<file path="src/elx_pkg.sv">
// shared types, character codes and token codes of the expression lexer
package elx_pkg;

  // default width of the pending token length counter
  localparam int unsigned LENGTH_BITS_DEF = 8;

  // saturation value of an integer token
  localparam logic [30:0] VALUE_MAX = 31'h7FFF_FFFF;

  // characters of interest
  localparam logic [7:0] CHAR_NUL    = 8'h00;
  localparam logic [7:0] CHAR_TAB    = 8'h09;
  localparam logic [7:0] CHAR_CR     = 8'h0D;
  localparam logic [7:0] CHAR_SPACE  = 8'h20;
  localparam logic [7:0] CHAR_PLUS   = 8'h2B;
  localparam logic [7:0] CHAR_MINUS  = 8'h2D;
  localparam logic [7:0] CHAR_STAR   = 8'h2A;
  localparam logic [7:0] CHAR_SLASH  = 8'h2F;
  localparam logic [7:0] CHAR_LPAREN = 8'h28;
  localparam logic [7:0] CHAR_RPAREN = 8'h29;
  localparam logic [7:0] CHAR_SEMI   = 8'h3B;
  localparam logic [7:0] CHAR_ZERO   = 8'h30;
  localparam logic [7:0] CHAR_NINE   = 8'h39;
  localparam logic [7:0] CHAR_LC_A   = 8'h61;
  localparam logic [7:0] CHAR_LC_Z   = 8'h7A;
  localparam logic [7:0] CHAR_UC_A   = 8'h41;
  localparam logic [7:0] CHAR_UC_Z   = 8'h5A;

  // number of letters in the keyword
  localparam logic [2:0] KW_LEN = 3'd5;

  // token codes
  typedef enum logic [3:0] {
    TOK_EOF     = 4'd0,
    TOK_INT     = 4'd1,
    TOK_PRINT   = 4'd2,
    TOK_UNKNOWN = 4'd3,
    TOK_PLUS    = 4'd4,
    TOK_MINUS   = 4'd5,
    TOK_STAR    = 4'd6,
    TOK_SLASH   = 4'd7,
    TOK_LPAREN  = 4'd8,
    TOK_RPAREN  = 4'd9,
    TOK_SEMI    = 4'd10
  } tok_e;

  // byte classes found by the front end
  typedef enum logic [2:0] {
    CLS_SPACE  = 3'd0,
    CLS_END    = 3'd1,
    CLS_DIGIT  = 3'd2,
    CLS_ALPHA  = 3'd3,
    CLS_SINGLE = 3'd4
  } char_class_e;

  // classified byte as it travels through the queue
  typedef struct packed {
    char_class_e cls;
    tok_e        tok;
    logic [7:0]  code;
  } elx_item_t;

  // letters of the keyword "print" by position
  function automatic logic [7:0] kw_char(input logic [2:0] idx);
    logic [7:0] ch;
    case (idx)
      3'd0:    ch = 8'h70;
      3'd1:    ch = 8'h72;
      3'd2:    ch = 8'h69;
      3'd3:    ch = 8'h6E;
      3'd4:    ch = 8'h74;
      default: ch = 8'h00;
    endcase
    return ch;
  endfunction

endpackage

</file>
<file path="src/elx_front.sv">
// front end: input handshake and byte classification
module elx_front (
  input  logic               in_valid_i,
  input  logic [7:0]         char_code_i,
  input  logic               full_i,
  output logic               in_ready_o,
  output logic               push_o,
  output elx_pkg::elx_item_t item_o
);

  elx_pkg::char_class_e cls;
  elx_pkg::tok_e        tok;

  // a beat is taken whenever the queue has room
  assign in_ready_o = !full_i;
  assign push_o     = in_valid_i && !full_i;

  // classify the byte
  always_comb begin
    cls = elx_pkg::CLS_SINGLE;
    tok = elx_pkg::TOK_UNKNOWN;
    if (char_code_i == elx_pkg::CHAR_SPACE ||
        (char_code_i >= elx_pkg::CHAR_TAB && char_code_i <= elx_pkg::CHAR_CR)) begin
      cls = elx_pkg::CLS_SPACE;
    end else if (char_code_i == elx_pkg::CHAR_NUL) begin
      cls = elx_pkg::CLS_END;
    end else if (char_code_i >= elx_pkg::CHAR_ZERO && char_code_i <= elx_pkg::CHAR_NINE) begin
      cls = elx_pkg::CLS_DIGIT;
    end else if ((char_code_i >= elx_pkg::CHAR_LC_A && char_code_i <= elx_pkg::CHAR_LC_Z) ||
                 (char_code_i >= elx_pkg::CHAR_UC_A && char_code_i <= elx_pkg::CHAR_UC_Z)) begin
      cls = elx_pkg::CLS_ALPHA;
    end else begin
      case (char_code_i)
        elx_pkg::CHAR_PLUS:   tok = elx_pkg::TOK_PLUS;
        elx_pkg::CHAR_MINUS:  tok = elx_pkg::TOK_MINUS;
        elx_pkg::CHAR_STAR:   tok = elx_pkg::TOK_STAR;
        elx_pkg::CHAR_SLASH:  tok = elx_pkg::TOK_SLASH;
        elx_pkg::CHAR_LPAREN: tok = elx_pkg::TOK_LPAREN;
        elx_pkg::CHAR_RPAREN: tok = elx_pkg::TOK_RPAREN;
        elx_pkg::CHAR_SEMI:   tok = elx_pkg::TOK_SEMI;
        default:              tok = elx_pkg::TOK_UNKNOWN;
      endcase
    end
  end

  assign item_o.cls  = cls;
  assign item_o.tok  = tok;
  assign item_o.code = char_code_i;

endmodule

</file>
<file path="src/elx_queue.sv">
// two-entry queue between front end and scanner
module elx_queue (
  input  logic               clk_i,
  input  logic               rst_ni,
  input  logic               push_i,
  input  elx_pkg::elx_item_t item_i,
  input  logic               pop_i,
  output logic               full_o,
  output logic               valid_o,
  output elx_pkg::elx_item_t item_o
);

  elx_pkg::elx_item_t entry_q [2];
  logic       wr_ptr_q, wr_ptr_d;
  logic       rd_ptr_q, rd_ptr_d;
  logic [1:0] count_q, count_d;

  assign full_o  = (count_q == 2'd2);
  assign valid_o = (count_q != 2'd0);
  assign item_o  = entry_q[rd_ptr_q];

  // pointer and fill count
  always_comb begin
    wr_ptr_d = push_i ? ~wr_ptr_q : wr_ptr_q;
    rd_ptr_d = pop_i ? ~rd_ptr_q : rd_ptr_q;
    count_d  = count_q;
    if (push_i && !pop_i) begin
      count_d = count_q + 2'd1;
    end else if (!push_i && pop_i) begin
      count_d = count_q - 2'd1;
    end
  end

  always_ff @(posedge clk_i or negedge rst_ni) begin
    if (!rst_ni) begin
      wr_ptr_q <= 1'b0;
      rd_ptr_q <= 1'b0;
      count_q  <= 2'd0;
    end else begin
      wr_ptr_q <= wr_ptr_d;
      rd_ptr_q <= rd_ptr_d;
      count_q  <= count_d;
    end
  end

  // entry storage
  always_ff @(posedge clk_i) begin
    if (push_i) begin
      entry_q[wr_ptr_q] <= item_i;
    end
  end

endmodule

</file>
<file path="src/elx_back.sv">
// back end: token scanner state and output register
module elx_back #(
  parameter int unsigned LengthBits = elx_pkg::LENGTH_BITS_DEF
) (
  input  logic               clk_i,
  input  logic               rst_ni,
  input  logic               valid_i,
  input  elx_pkg::elx_item_t item_i,
  output logic               pop_o,
  output logic               out_valid_o,
  input  logic               out_ready_i,
  output logic [3:0]         token_type_o,
  output logic [30:0]        int_value_o,
  output logic [7:0]         token_length_o,
  output logic               last_of_item_o
);

  localparam logic [1:0] MODE_IDLE = 2'd0;
  localparam logic [1:0] MODE_NUM  = 2'd1;
  localparam logic [1:0] MODE_WORD = 2'd2;

  logic [1:0]            mode_q, mode_d;
  logic [30:0]           acc_q, acc_d;
  logic [LengthBits-1:0] len_q, len_d;
  logic [2:0]            kwp_q, kwp_d;
  logic                  kwb_q, kwb_d;

  logic                  out_valid_q, out_valid_d;
  logic [3:0]            type_q, type_d;
  logic [30:0]           value_q, value_d;
  logic [7:0]            olen_q, olen_d;
  logic                  last_q, last_d;

  logic                  out_free, step, in_token, continues, closing;
  logic                  fresh_emits, split, emit;
  logic [3:0]            digit;
  logic [34:0]           prod;
  logic [LengthBits-1:0] len_grown;
  logic [LengthBits+7:0] len_ext;
  logic                  kw_ok;

  // the scanner advances when the output register is free or drains
  assign out_free = !out_valid_q || out_ready_i;
  assign step     = valid_i && out_free;

  assign digit     = item_i.code[3:0];
  assign in_token  = (mode_q == MODE_NUM) || (mode_q == MODE_WORD);
  assign continues = ((mode_q == MODE_NUM) && (item_i.cls == elx_pkg::CLS_DIGIT)) ||
                     ((mode_q == MODE_WORD) && ((item_i.cls == elx_pkg::CLS_DIGIT) ||
                                                (item_i.cls == elx_pkg::CLS_ALPHA)));
  assign closing     = in_token && !continues;
  assign fresh_emits = (item_i.cls == elx_pkg::CLS_END) || (item_i.cls == elx_pkg::CLS_SINGLE);
  // a byte that closes a token and also gives its own token is not popped: the closed token goes first
  assign split = closing && fresh_emits;
  assign emit  = step && (closing || (!in_token && fresh_emits));
  assign pop_o = step && !split;

  // decimal accumulate with saturation
  assign prod = {1'b0, acc_q, 3'b000} + {3'b000, acc_q, 1'b0} + {31'd0, digit};
  assign len_grown = (len_q == {LengthBits{1'b1}}) ? len_q : len_q + 1'b1;
  assign len_ext   = {8'd0, len_q};
  assign kw_ok     = !kwb_q && (kwp_q == elx_pkg::KW_LEN);

  // scanner state update
  always_comb begin
    mode_d = mode_q;
    acc_d  = acc_q;
    len_d  = len_q;
    kwp_d  = kwp_q;
    kwb_d  = kwb_q;
    if (step) begin
      if (split) begin
        mode_d = MODE_IDLE;
      end else if (continues) begin
        len_d = len_grown;
        if (mode_q == MODE_NUM) begin
          acc_d = (prod > {4'd0, elx_pkg::VALUE_MAX}) ? elx_pkg::VALUE_MAX : prod[30:0];
        end else if (!kwb_q && kwp_q < elx_pkg::KW_LEN &&
                     item_i.code == elx_pkg::kw_char(kwp_q)) begin
          kwp_d = kwp_q + 3'd1;
        end else begin
          kwb_d = 1'b1;
        end
      end else begin
        case (item_i.cls)
          elx_pkg::CLS_DIGIT: begin
            mode_d = MODE_NUM;
            acc_d  = {27'd0, digit};
            len_d  = {{(LengthBits-1){1'b0}}, 1'b1};
          end
          elx_pkg::CLS_ALPHA: begin
            mode_d = MODE_WORD;
            len_d  = {{(LengthBits-1){1'b0}}, 1'b1};
            if (item_i.code == elx_pkg::kw_char(3'd0)) begin
              kwp_d = 3'd1;
              kwb_d = 1'b0;
            end else begin
              kwp_d = 3'd0;
              kwb_d = 1'b1;
            end
          end
          default: begin
            mode_d = MODE_IDLE;
          end
        endcase
      end
    end
  end

  // result selection into the output register
  always_comb begin
    out_valid_d = out_free ? emit : out_valid_q;
    type_d      = type_q;
    value_d     = value_q;
    olen_d      = olen_q;
    last_d      = last_q;
    if (emit) begin
      if (closing) begin
        type_d  = (mode_q == MODE_NUM) ? elx_pkg::TOK_INT
                : (kw_ok ? elx_pkg::TOK_PRINT : elx_pkg::TOK_UNKNOWN);
        value_d = (mode_q == MODE_NUM) ? acc_q : 31'd0;
        olen_d  = len_ext[7:0];
        last_d  = !split;
      end else if (item_i.cls == elx_pkg::CLS_END) begin
        type_d  = elx_pkg::TOK_EOF;
        value_d = 31'd0;
        olen_d  = 8'd0;
        last_d  = 1'b1;
      end else begin
        type_d  = item_i.tok;
        value_d = 31'd0;
        olen_d  = 8'd1;
        last_d  = 1'b1;
      end
    end
  end

  always_ff @(posedge clk_i or negedge rst_ni) begin
    if (!rst_ni) begin
      mode_q      <= MODE_IDLE;
      acc_q       <= 31'd0;
      len_q       <= '0;
      kwp_q       <= 3'd0;
      kwb_q       <= 1'b0;
      out_valid_q <= 1'b0;
    end else begin
      mode_q      <= mode_d;
      acc_q       <= acc_d;
      len_q       <= len_d;
      kwp_q       <= kwp_d;
      kwb_q       <= kwb_d;
      out_valid_q <= out_valid_d;
    end
  end

  // result payload
  always_ff @(posedge clk_i) begin
    type_q  <= type_d;
    value_q <= value_d;
    olen_q  <= olen_d;
    last_q  <= last_d;
  end

  assign out_valid_o    = out_valid_q;
  assign token_type_o   = type_q;
  assign int_value_o    = value_q;
  assign token_length_o = olen_q;
  assign last_of_item_o = last_q;

endmodule

</file>
<file path="src/expression_lexer.sv">
// top level of the streaming expression lexer
//
// Input channel: one source byte per beat on char_code_i (in_valid_i / in_ready_o).
// A zero byte ends the source: it closes a pending token and emits end of file;
// following bytes start a new stream.
// Output channel: one token per beat (out_valid_o / out_ready_i) with type, integer
// value, length and last_of_item_o, which marks the final token caused by a byte.
// An accepted byte is written into the queue; the scanner then takes it from the
// queue head and fills the output register, from which its token is valid.
// The second token of a byte follows once the output register drains.
// Throughput: one byte per cycle while the receiver takes every token. A byte that
// closes a number or word and also gives its own token (an operator, an unknown
// byte or end of file) holds the scanner until both its tokens are out, one a cycle.
// A two-entry queue parts the front end from the scanner; when the receiver
// stalls, the scanner halts, the queue fills and in_ready_o drops after at most
// two more bytes.
// Reset: clears the scanner to idle with no token pending and empties the queue
// and output register.
module expression_lexer #(
  parameter int unsigned LengthBits = elx_pkg::LENGTH_BITS_DEF
) (
  input  logic        clk_i,
  input  logic        rst_ni,
  input  logic        in_valid_i,
  output logic        in_ready_o,
  input  logic [7:0]  char_code_i,
  output logic        out_valid_o,
  input  logic        out_ready_i,
  output logic [3:0]  token_type_o,
  output logic [30:0] int_value_o,
  output logic [7:0]  token_length_o,
  output logic        last_of_item_o
);

  logic               push, pop, full, q_valid;
  elx_pkg::elx_item_t front_item, head_item;

  elx_front u_front (
    .in_valid_i  (in_valid_i),
    .char_code_i (char_code_i),
    .full_i      (full),
    .in_ready_o  (in_ready_o),
    .push_o      (push),
    .item_o      (front_item)
  );

  elx_queue u_queue (
    .clk_i   (clk_i),
    .rst_ni  (rst_ni),
    .push_i  (push),
    .item_i  (front_item),
    .pop_i   (pop),
    .full_o  (full),
    .valid_o (q_valid),
    .item_o  (head_item)
  );

  elx_back #(
    .LengthBits (LengthBits)
  ) u_back (
    .clk_i          (clk_i),
    .rst_ni         (rst_ni),
    .valid_i        (q_valid),
    .item_i         (head_item),
    .pop_o          (pop),
    .out_valid_o    (out_valid_o),
    .out_ready_i    (out_ready_i),
    .token_type_o   (token_type_o),
    .int_value_o    (int_value_o),
    .token_length_o (token_length_o),
    .last_of_item_o (last_of_item_o)
  );

  // the scanner only pops an entry that is there
  assert property (@(posedge clk_i) disable iff (!rst_ni) pop |-> q_valid)
    else $error("queue popped while empty");

  // end of file is always the last token of its byte and has no length
  assert property (@(posedge clk_i) disable iff (!rst_ni)
    out_valid_o && token_type_o == elx_pkg::TOK_EOF |-> last_of_item_o && token_length_o == 8'd0)
    else $error("malformed end of file token");

  // only integer tokens carry a value
  assert property (@(posedge clk_i) disable iff (!rst_ni)
    out_valid_o && token_type_o != elx_pkg::TOK_INT |-> int_value_o == 31'd0)
    else $error("value on a non-integer token");

  // a token that is not last is followed by the second token of the same byte
  assert property (@(posedge clk_i) disable iff (!rst_ni)
    out_valid_o && out_ready_i && !last_of_item_o |=> out_valid_o)
    else $error("second token of a byte missing");

endmodule
</file>
<file path="config.mk">
export PLATFORM = sky130hd
export DESIGN_NAME = expression_lexer
export DESIGN_NICKNAME = d
export VERILOG_FILES = /design/src/elx_pkg.sv /design/src/elx_front.sv /design/src/elx_queue.sv /design/src/elx_back.sv /design/src/expression_lexer.sv
export SDC_FILE = /design/constraint.sdc
export NUM_CORES = 1
export LEC_CHECK = 0
export ABC_AREA = 1
export BUFFER_PORTS_ARGS = -buffer_cell sky130_fd_sc_hd__clkbuf_2
export CAP_MARGIN = 20
export CORE_ASPECT_RATIO = 0.7
export CORE_UTILIZATION = 60
export DETAILED_ROUTE_END_ITERATION = 8
export PLACE_DENSITY = 0.79
export SETUP_SLACK_MARGIN = 0.15
export SLEW_MARGIN = 10
export SYNTH_ARGS = -nofsm -noshare
export SYNTH_HDL_FRONTEND = slang
export SYNTH_SLANG_ARGS = --single-unit
export TNS_END_PERCENT = 5
</file>
<file path="constraint.sdc">
create_clock -name clk_i -period 4.1 [get_ports clk_i]
set_input_delay 0.82 -clock clk_i [delete_from_list [all_inputs] [get_ports clk_i]]
set_output_delay 0.82 -clock clk_i [all_outputs]
set_load 0.01 [all_outputs]
</file>
==> impl_results.md, run 1 <==
- CTS tree: yes
- DRT Wirelength: between 15000 and 20000 um
- Total global-route track usage: 0.294
- GR Util met3: 0.0855
- Max clock buf depth: 2
- Grt peak-use layer: met1
- Gate Count Post-Synth: approximately 1.0k
- Cell leakage power: ~4.7 nW
- Fmax: 283 MHz
- Ratio of cells with drive above 1 in the final layout: 0.110
- Final hold viol count: 0
- FILL cells: between 900 and 1k
- Synth warn: 0
- Initial Util: 0.631
- Endpoints failing setup: 0
- H-tree levels: 4
- Placed cell count: around 1.2k
- RSZ-0062 raised after global routing: false
- CTS resizes: 0
- Iter 0 DRT Violations: ~680
- Power per cell area: between 700 and 800 nW/um^2
- Initial antenna violation count: 0
- Remaining antenna violation count: 0
- Slowest-stage cell, CP: fa_1
- Clk_skew: around 0.0068 ns
- Pre-antenna DRT Iters: 5
- Post-CTS Setup Repair Bufs: 0
- Average size of a mapped cell: a little under 8 um^2
- Max-cap violations: 0
- VDD IR-drop max: 0.000613 V
- Footprint of the multi-input gates: between 3000 and 4000 um^2
- Top Family by Delay on Critical Path: simple AND/OR/NAND/NOR gates
- Worst setup SP type: register
- Avg WL per Cell: 15.3 um
- Clock transition at path regs: approximately 0.06 ns
- CP peak stage delay: around 0.48 ns
- Worst-skew pair later-pin latency: approximately 0.42 ns
- Part of the cycle the worst path needs: 0.862
- Met1 usage: 0.438
- Post-CTS Hold Buffers: 0
- Vias/cell: between 5 and 6
- PortBufs: 57
- M2 GR Usage: 0.408
- Finished Layout Cells: between 1k and 1.5k
- TritonCTS buffer count: 17
- Synthesized Nets: approximately 1.1k
- Least-Margin Pin Slew: 0.862 ns
- FF+latch area: 3470 um^2
- Mapped Area: between 8000 and 9000 um^2
- Via Count: between 6k and 7k
- Top Ports: 58
- Rows: 34
- Clk root buf: clkbuf_16
- Async S/R FF share, synth: 0.403
- Synth Flop Type: edfxtp_1
- Yosys reg bits: between 100 and 150
- CP Cell Sequence: inv_2 -> nand2_1 -> nand2_1 -> inv_1 -> fa_1 -> fa_1 -> inv_1 -> nand4_1 -> nand2_1 -> nand2_1 -> nand2_1 -> nand2_1 -> nand3_1 -> nand2_1 -> nor2_2 -> buf_4 -> nand2_1 -> nand2_1 -> a21oi_1
- Type of the worst setup path: register to register
- Final Max Tran Viols: 0
- Outcome: complete, no violations
- Residual DRC: 0
- Final HPWL DP: between 10000 and 15000 um
- Cell mode on critical path: nand2_1
- Crit-path max FO: 17
- Hold/Removal Path Class: input port to asynchronous set/reset pin
- Final TNS setup: 0 ns
- Clock net sink count: 124
- Net count, final: 1167
- Area grow syn2layout: 13.1%
- GP Congestion: 0.954
- CP Buf/Inv Count: 4
- CORE AREA: 12800 um^2
- Remaining global-route overflow: 0
- Largest net degree at the start of global routing: 29
- Ant diodes: 0
- Slew headroom: 0.419
- Tmin final: 3.53 ns
- Post-synth EDFFs: 74
- Seq/Total Area, Yosys: 0.432
- Worst path arrival time: 3.83 ns
- Vias in the first global route: just over 6k
- CP Data Required Time: ~4.4 ns
- Die X: roughly 140 um
- Unique masters post-synth: 44
- Die span in y: between 90 and 100 um
- Hold Slack: ~0.44 ns
- Worst setup EP type: register
- Die area: ~14000 um^2
- First-pass GRT wire length: between 30000 and 40000 um
==> cells in the mapped netlist (2+ instances only) <==
library cell  number  share of area
nor4_1             2         0.0016
xnor2_1           20          0.022
o31ai_1            2         0.0019
inv_2              6         0.0028
buf_2              6         0.0037
buf_4              2         0.0019
nand2_4            4         0.0056
o21ai_1           23          0.014
o21ai_0           21          0.013
o32ai_1            3         0.0033
nand4_1            7         0.0054
nand3_2            2         0.0025
edfxtp_1          74           0.28
nor3_1            13         0.0081
nor2_2             2         0.0016
buf_6              3         0.0042
fa_1               2         0.0050
clkbuf_1           4         0.0019
dfrtp_1           50           0.16
a21oi_1           43          0.027
xor2_1            13          0.014
nor2_1           104          0.048
nand3_1           50          0.031
ha_1              70           0.11
o22ai_1            3         0.0023
inv_1            154          0.072
or2_2              2         0.0016
a31oi_1            3         0.0023
nor2_4             3         0.0042
nand3b_1           5         0.0047
nor3b_1            2         0.0019
nand2_1          304           0.14
==> layout make-up <==
type | count | area share
Multi-Input combinational cell | 713 | 0.427
Inverter | 161 | 0.0664
Sequential cell | 124 | 0.381
Timing Repair Buffer | 66 | 0.0401
Clock inverter | 14 | 0.0148
Tap cell | 162 | 0.0223
Clock buffer | 18 | 0.0482
==> kinds of logic (layout without fill, tap and decap cells) <==
kind of cell,Yosys count,count (layout),synth area share
flip-flops,124,124,0.432
AO/OA/AOI/OAI,105,105,0.0709
AND/OR/NAND/NOR,503,503,0.261
adder cells (fa/ha/maj),72,72,0.114
buffers and inverters,177,259,0.0872
XOR/XNOR,33,33,0.0359
==> state kept, by name (all words and copies together) (netlist names) <==
name / cells
u_queue.rd_ptr_q: 1
u_back.int_value_o: 31
u_queue.wr_ptr_q: 1
u_queue.entry_q: 30
u_back.kwp_q: 3
u_back.kwb_q: 1
u_queue.count_q: 2
u_back.last_of_item_o: 1
u_back.len_q: 8
u_back.out_valid_o: 1
u_back.token_type_o: 4
u_back.mode_q: 2
u_back.acc_q: 31
u_back.token_length_o: 8
==> report_power, final <==
| part | switching, W | internal (W) |
|---|---|---|
| sequential | 0.000249 | 0.00194 |
| clock | 0.000599 | 0.000862 |
| combinational | 0.00224 | 0.00116 |
==> routing by layer <==
| metal | up-vias | wire length (um) |
|---|---|---|
| met5 | - | 0 |
| met1 | 3139 | 9380 |
| met3 | 33 | 1840 |
| met2 | 298 | 7620 |
| li1 | 3400 | - |
| met4 | 0 | 396 |
==> cell usage in the layout (no fill, tap or decap), types with 21 or more instances in the layout <==
master    instances
nor2_1          103
edfxtp_1         74
a21oi_1          43
ha_1             70
clkbuf_2         57
o21ai_0          21
nand2_1         304
nand3_1          50
inv_1           154
dfrtp_1          50
o21ai_1          23
==> stage by stage <==
step | setup slack (ns) | power (W) | util | cell area, um^2
final | 0.565 | 0.00705 | 0.714 | 9110
after global routing | 0.247 | 0.00750 | 0.714 | 9110
after CTS | 0.521 | 0.00701 | 0.713 | 9100
after detailed placement | 0.571 | 0.00551 | 0.668 | 8530
after global placement | 0.611 | 0.00544 | 0.668 | 8530
after floorplan | 0.631 | 0.00454 | - | 8050
==> final timing paths <==
check | from | end | slack, ns | cells after the start
max | u_queue.rd_ptr_q$_DFFE_PN0P_ | u_back.acc_q[1]$_DFFE_PN0P_ | 0.57 | 19
max reg2reg | u_queue.rd_ptr_q$_DFFE_PN0P_ | u_back.acc_q[1]$_DFFE_PN0P_ | 0.57 | 19
min reg2reg | u_queue.count_q[1]$_DFFE_PN0P_ | u_queue.count_q[1]$_DFFE_PN0P_ | 0.51 | 1
max in group asynchronous | rst_ni | u_back.acc_q[29]$_DFFE_PN0P_ | 2.81 | 2
min in group clk_i | u_queue.count_q[1]$_DFFE_PN0P_ | u_queue.count_q[1]$_DFFE_PN0P_ | 0.51 | 1
min | rst_ni | u_back.acc_q[11]$_DFFE_PN0P_ | 0.44 | 1
No activity file was read; power rests on OpenSTA's default activity.
==> inputs of run 2 (changes only) <==
--- a/config.mk
+++ b/config.mk
@@ -5,13 +5,12 @@
 export SDC_FILE = /design/constraint.sdc
 export NUM_CORES = 1
 export LEC_CHECK = 0
-export ABC_AREA = 1
 export BUFFER_PORTS_ARGS = -buffer_cell sky130_fd_sc_hd__clkbuf_2
 export CAP_MARGIN = 20
 export CORE_ASPECT_RATIO = 0.7
 export CORE_UTILIZATION = 60
 export DETAILED_ROUTE_END_ITERATION = 8
-export PLACE_DENSITY = 0.79
+export PLACE_DENSITY = 0.8
 export SETUP_SLACK_MARGIN = 0.15
 export SLEW_MARGIN = 10
 export SYNTH_ARGS = -nofsm -noshare
==> run 2 against run 1 <==
- the flow now finishes with violations (design-rule violations)
- combinational power is 36% lower
- critical endpoint is now u_back.acc_q[28]$_DFFE_PN0P_
- count of clock-buffer cells in the layout is 1 higher
- die area is 3.0% lower
- highest routed layer unchanged
==> impl_results.md, run 2 <==
- Pre-antenna DRT Iters: 9
- Fmax: around 250 MHz
- Top Ports: 58
- FILL cells: ~850
- Synthesized Nets: 858
- Footprint of the multi-input gates: around 4200 um^2
- Initial Util: 0.622
- Slew headroom: 0.290
- Rows: 34
- Mapped Area: ~7800 um^2
- Worst setup EP type: register
- Async S/R FF share, synth: 0.403
- Die X: between 100 and 150 um
- Seq/Total Area, Yosys: 0.445
- Via Count: 6681
- Tmin final: between 3 and 4 ns
- Total global-route track usage: 0.322
- Top-area cell type share of the netlist area: 0.285
- GP Congestion: just over 1
- CORE AREA: around 13000 um^2
- Reg2Reg Setup Slack: between 0.1 and 0.15 ns
- Worst setup SP type: register
- CTS tree: yes
- Outcome: finished, violations left
- Max clock buf depth: 2
- Max-cap violations: 0
- Hold Crit Depth: 1
- Synth area leaders: edfxtp_1, dfrtp_1, ha_1
- Critical R2R Capture: u_back.acc_q[28]$_DFFE_PN0P_
- Clk root buf: clkbuf_16
- Net count, final: just over 900
- Gate Count Post-Synth: around 770
- Least-Margin Pin Slew: 1.06 ns
- Synth warn: 0
- DRT Wirelength: between 20000 and 25000 um
- Clk_skew: roughly 0.0079 ns
- First-pass GRT wire length: roughly 34000 um
- RSZ-0062 raised after global routing: true
- Average size of a mapped cell: 10.1 um^2
- Clock net sink count: 124
- FF+latch area: roughly 3500 um^2
- Most frequent cells in the layout: edfxtp_1, ha_1, nand2_1, clkbuf_2, dfrtp_1
- Die span in y: 97.4 um
- Vias in the first global route: 6360
- Area grow syn2layout: 16.0%
- Largest net degree at the start of global routing: 38
- Post-route cell area: around 9100 um^2
- Worst path arrival time: 4.22 ns
- Vias/cell: ~6.6
- H-tree levels: 4
- Unique masters post-synth: 69
- Ant diodes: 0
- Cell leakage power: just over 4 nW
- Post-synth EDFFs: 74
- Power per cell area: 632 nW/um^2
- Most common cell after layout, fill and taps aside: edfxtp_1
- Remaining global-route overflow: 0
- Post-Route Utilization: 0.722
- Synth Flop Type: edfxtp_1
- Final TNS setup: 0 ns
- Reg2Reg Launch Point: u_queue.rd_ptr_q$_DFFE_PN0P_
- PortBufs: 57
- Count leader, synth: edfxtp_1
- Ratio of cells with drive above 1 in the final layout: 0.177
- Worst-skew pair later-pin latency: approximately 0.43 ns
- Hold/Removal Path Class: register to register
- Yosys top cell by area: edfxtp_1
- Top cells by instance count after synthesis: edfxtp_1, ha_1, nand2_1, dfrtp_1, a21oi_1
- Failing checks: design-rule violations
- Endpoints failing setup: 0
- Hold Startpoint: u_queue.count_q[1]$_DFFE_PN0P_
- Avg WL per Cell: 21.2 um
- Hold endpoint: u_queue.count_q[1]$_DFFE_PN0P_
- Remaining antenna violation count: 0
- Finished Layout Cells: 1013
- Placed cell count: 970
- Residual DRC: 12
- Initial antenna violation count: 0
- Placed instance area: approximately 8200 um^2
- Final hold viol count: 0
- VDD IR-drop max: about 0.00041 V
- Type of the worst setup path: register to register
- Power Total: approximately 0.0057 W
- Reg2Reg Depth: 14
- Post-CTS Hold Buffers: 0
- Part of the cycle the worst path needs: 0.968
- Final HPWL DP: 14300 um
- Clock transition at path regs: approximately 0.060 ns
- CP Data Required Time: approximately 4.4 ns
- Iter 0 DRT Violations: roughly 740
- Final Max Tran Viols: 0
- Die area: 13500 um^2
- TritonCTS buffer count: 17
- Crit-path max FO: 3
- Yosys reg bits: around 120
[run 2: routing by layer]
layer	up-vias	track usage	share of wire
li1	3039	-	-
met1	3200	0.465	0.44
met2	389	0.483	0.43
met3	53	0.0739	0.10
met4	0	0.0942	0.022
met5	-	0	0
[run 2: worst max-delay path by stage]
stage / depth (start not counted) / to / slack [ns] / startpoint
after floorplan: 17 / u_back.acc_q[11]$_DFFE_PN0P_ / 0.33 / u_queue.rd_ptr_q$_DFFE_PN0P_
after global placement: 12 / u_back.acc_q[3]$_DFFE_PN0P_ / 0.12 / u_queue.rd_ptr_q$_DFFE_PN0P_
after detailed placement: 12 / u_back.acc_q[3]$_DFFE_PN0P_ / -0.05 / u_queue.rd_ptr_q$_DFFE_PN0P_
after CTS: 13 / u_back.acc_q[28]$_DFFE_PN0P_ / 0.15 / u_queue.rd_ptr_q$_DFFE_PN0P_
after global routing: 16 / u_back.acc_q[28]$_DFFE_PN0P_ / 0.03 / u_queue.rd_ptr_q$_DFFE_PN0P_
final: 14 / u_back.acc_q[28]$_DFFE_PN0P_ / 0.13 / u_queue.rd_ptr_q$_DFFE_PN0P_
[run 2: repair_timing]
item,CTS,global route
setup buffers,0,7
pin swaps,2,9
cloned,1,3
gates resized for setup,3,26
endpoints found under the setup margin,31,31
[run 2: layout make-up]
| class | instances | area share |
|---|---|---|
| repair buffers | 79 | 0.0506 |
| flip-flops and latches | 124 | 0.384 |
| multi-input cells | 593 | 0.469 |
| clock inverters | 13 | 0.0158 |
| well taps | 162 | 0.0224 |
| inverters | 23 | 0.00953 |
| clock buffers | 19 | 0.0489 |
[run 2: kinds of logic after synthesis]
logic type / count (synthesis) / share of synthesized area
flip-flops: 124 / 0.445
AND/OR/NAND/NOR: 268 / 0.178
AO/OA/AOI/OAI: 192 / 0.155
adder cells (fa/ha/maj): 73 / 0.119
XOR/XNOR: 37 / 0.0415
multiplexers: 19 / 0.0255
buffers and inverters: 61 / 0.0364
[run 2: metrics by stage]
| stage | setup slack (ns) | hold WS (ns) |
|---|---|---|
| global route | 0.0318 | 0.527 |
| detailed placement | -0.0482 | 0.491 |
| CTS | 0.151 | 0.504 |
| global placement | 0.116 | 0.481 |
| finish | 0.132 | 0.513 |
| floorplan | 0.329 | 0.460 |
[run 2: critical path, stage by stage, from the launching register on]
cell	delay, ns
dfrtp_1	0.40
mux2_4	0.33
inv_2	0.08
fa_1	0.43
buf_4	0.16
fa_1	0.46
nor2b_2	0.15
o2111ai_1	0.18
a2111o_1	0.50
nand3_2	0.14
and3_4	0.24
o31ai_4	0.09
buf_4	0.18
nor4b_1	0.31
o21ai_0	0.14
[run 2: report_power, final]
| part | switching (W) | internal [W] | total (W) |
|---|---|---|---|
| sequential | 0.000199 | 0.00184 | 0.00204 |
| clock | 0.000588 | 0.000914 | 0.00150 |
| combinational | 0.00138 | 0.000804 | 0.00218 |
| total | 0.00216 | 0.00356 | 0.00572 |
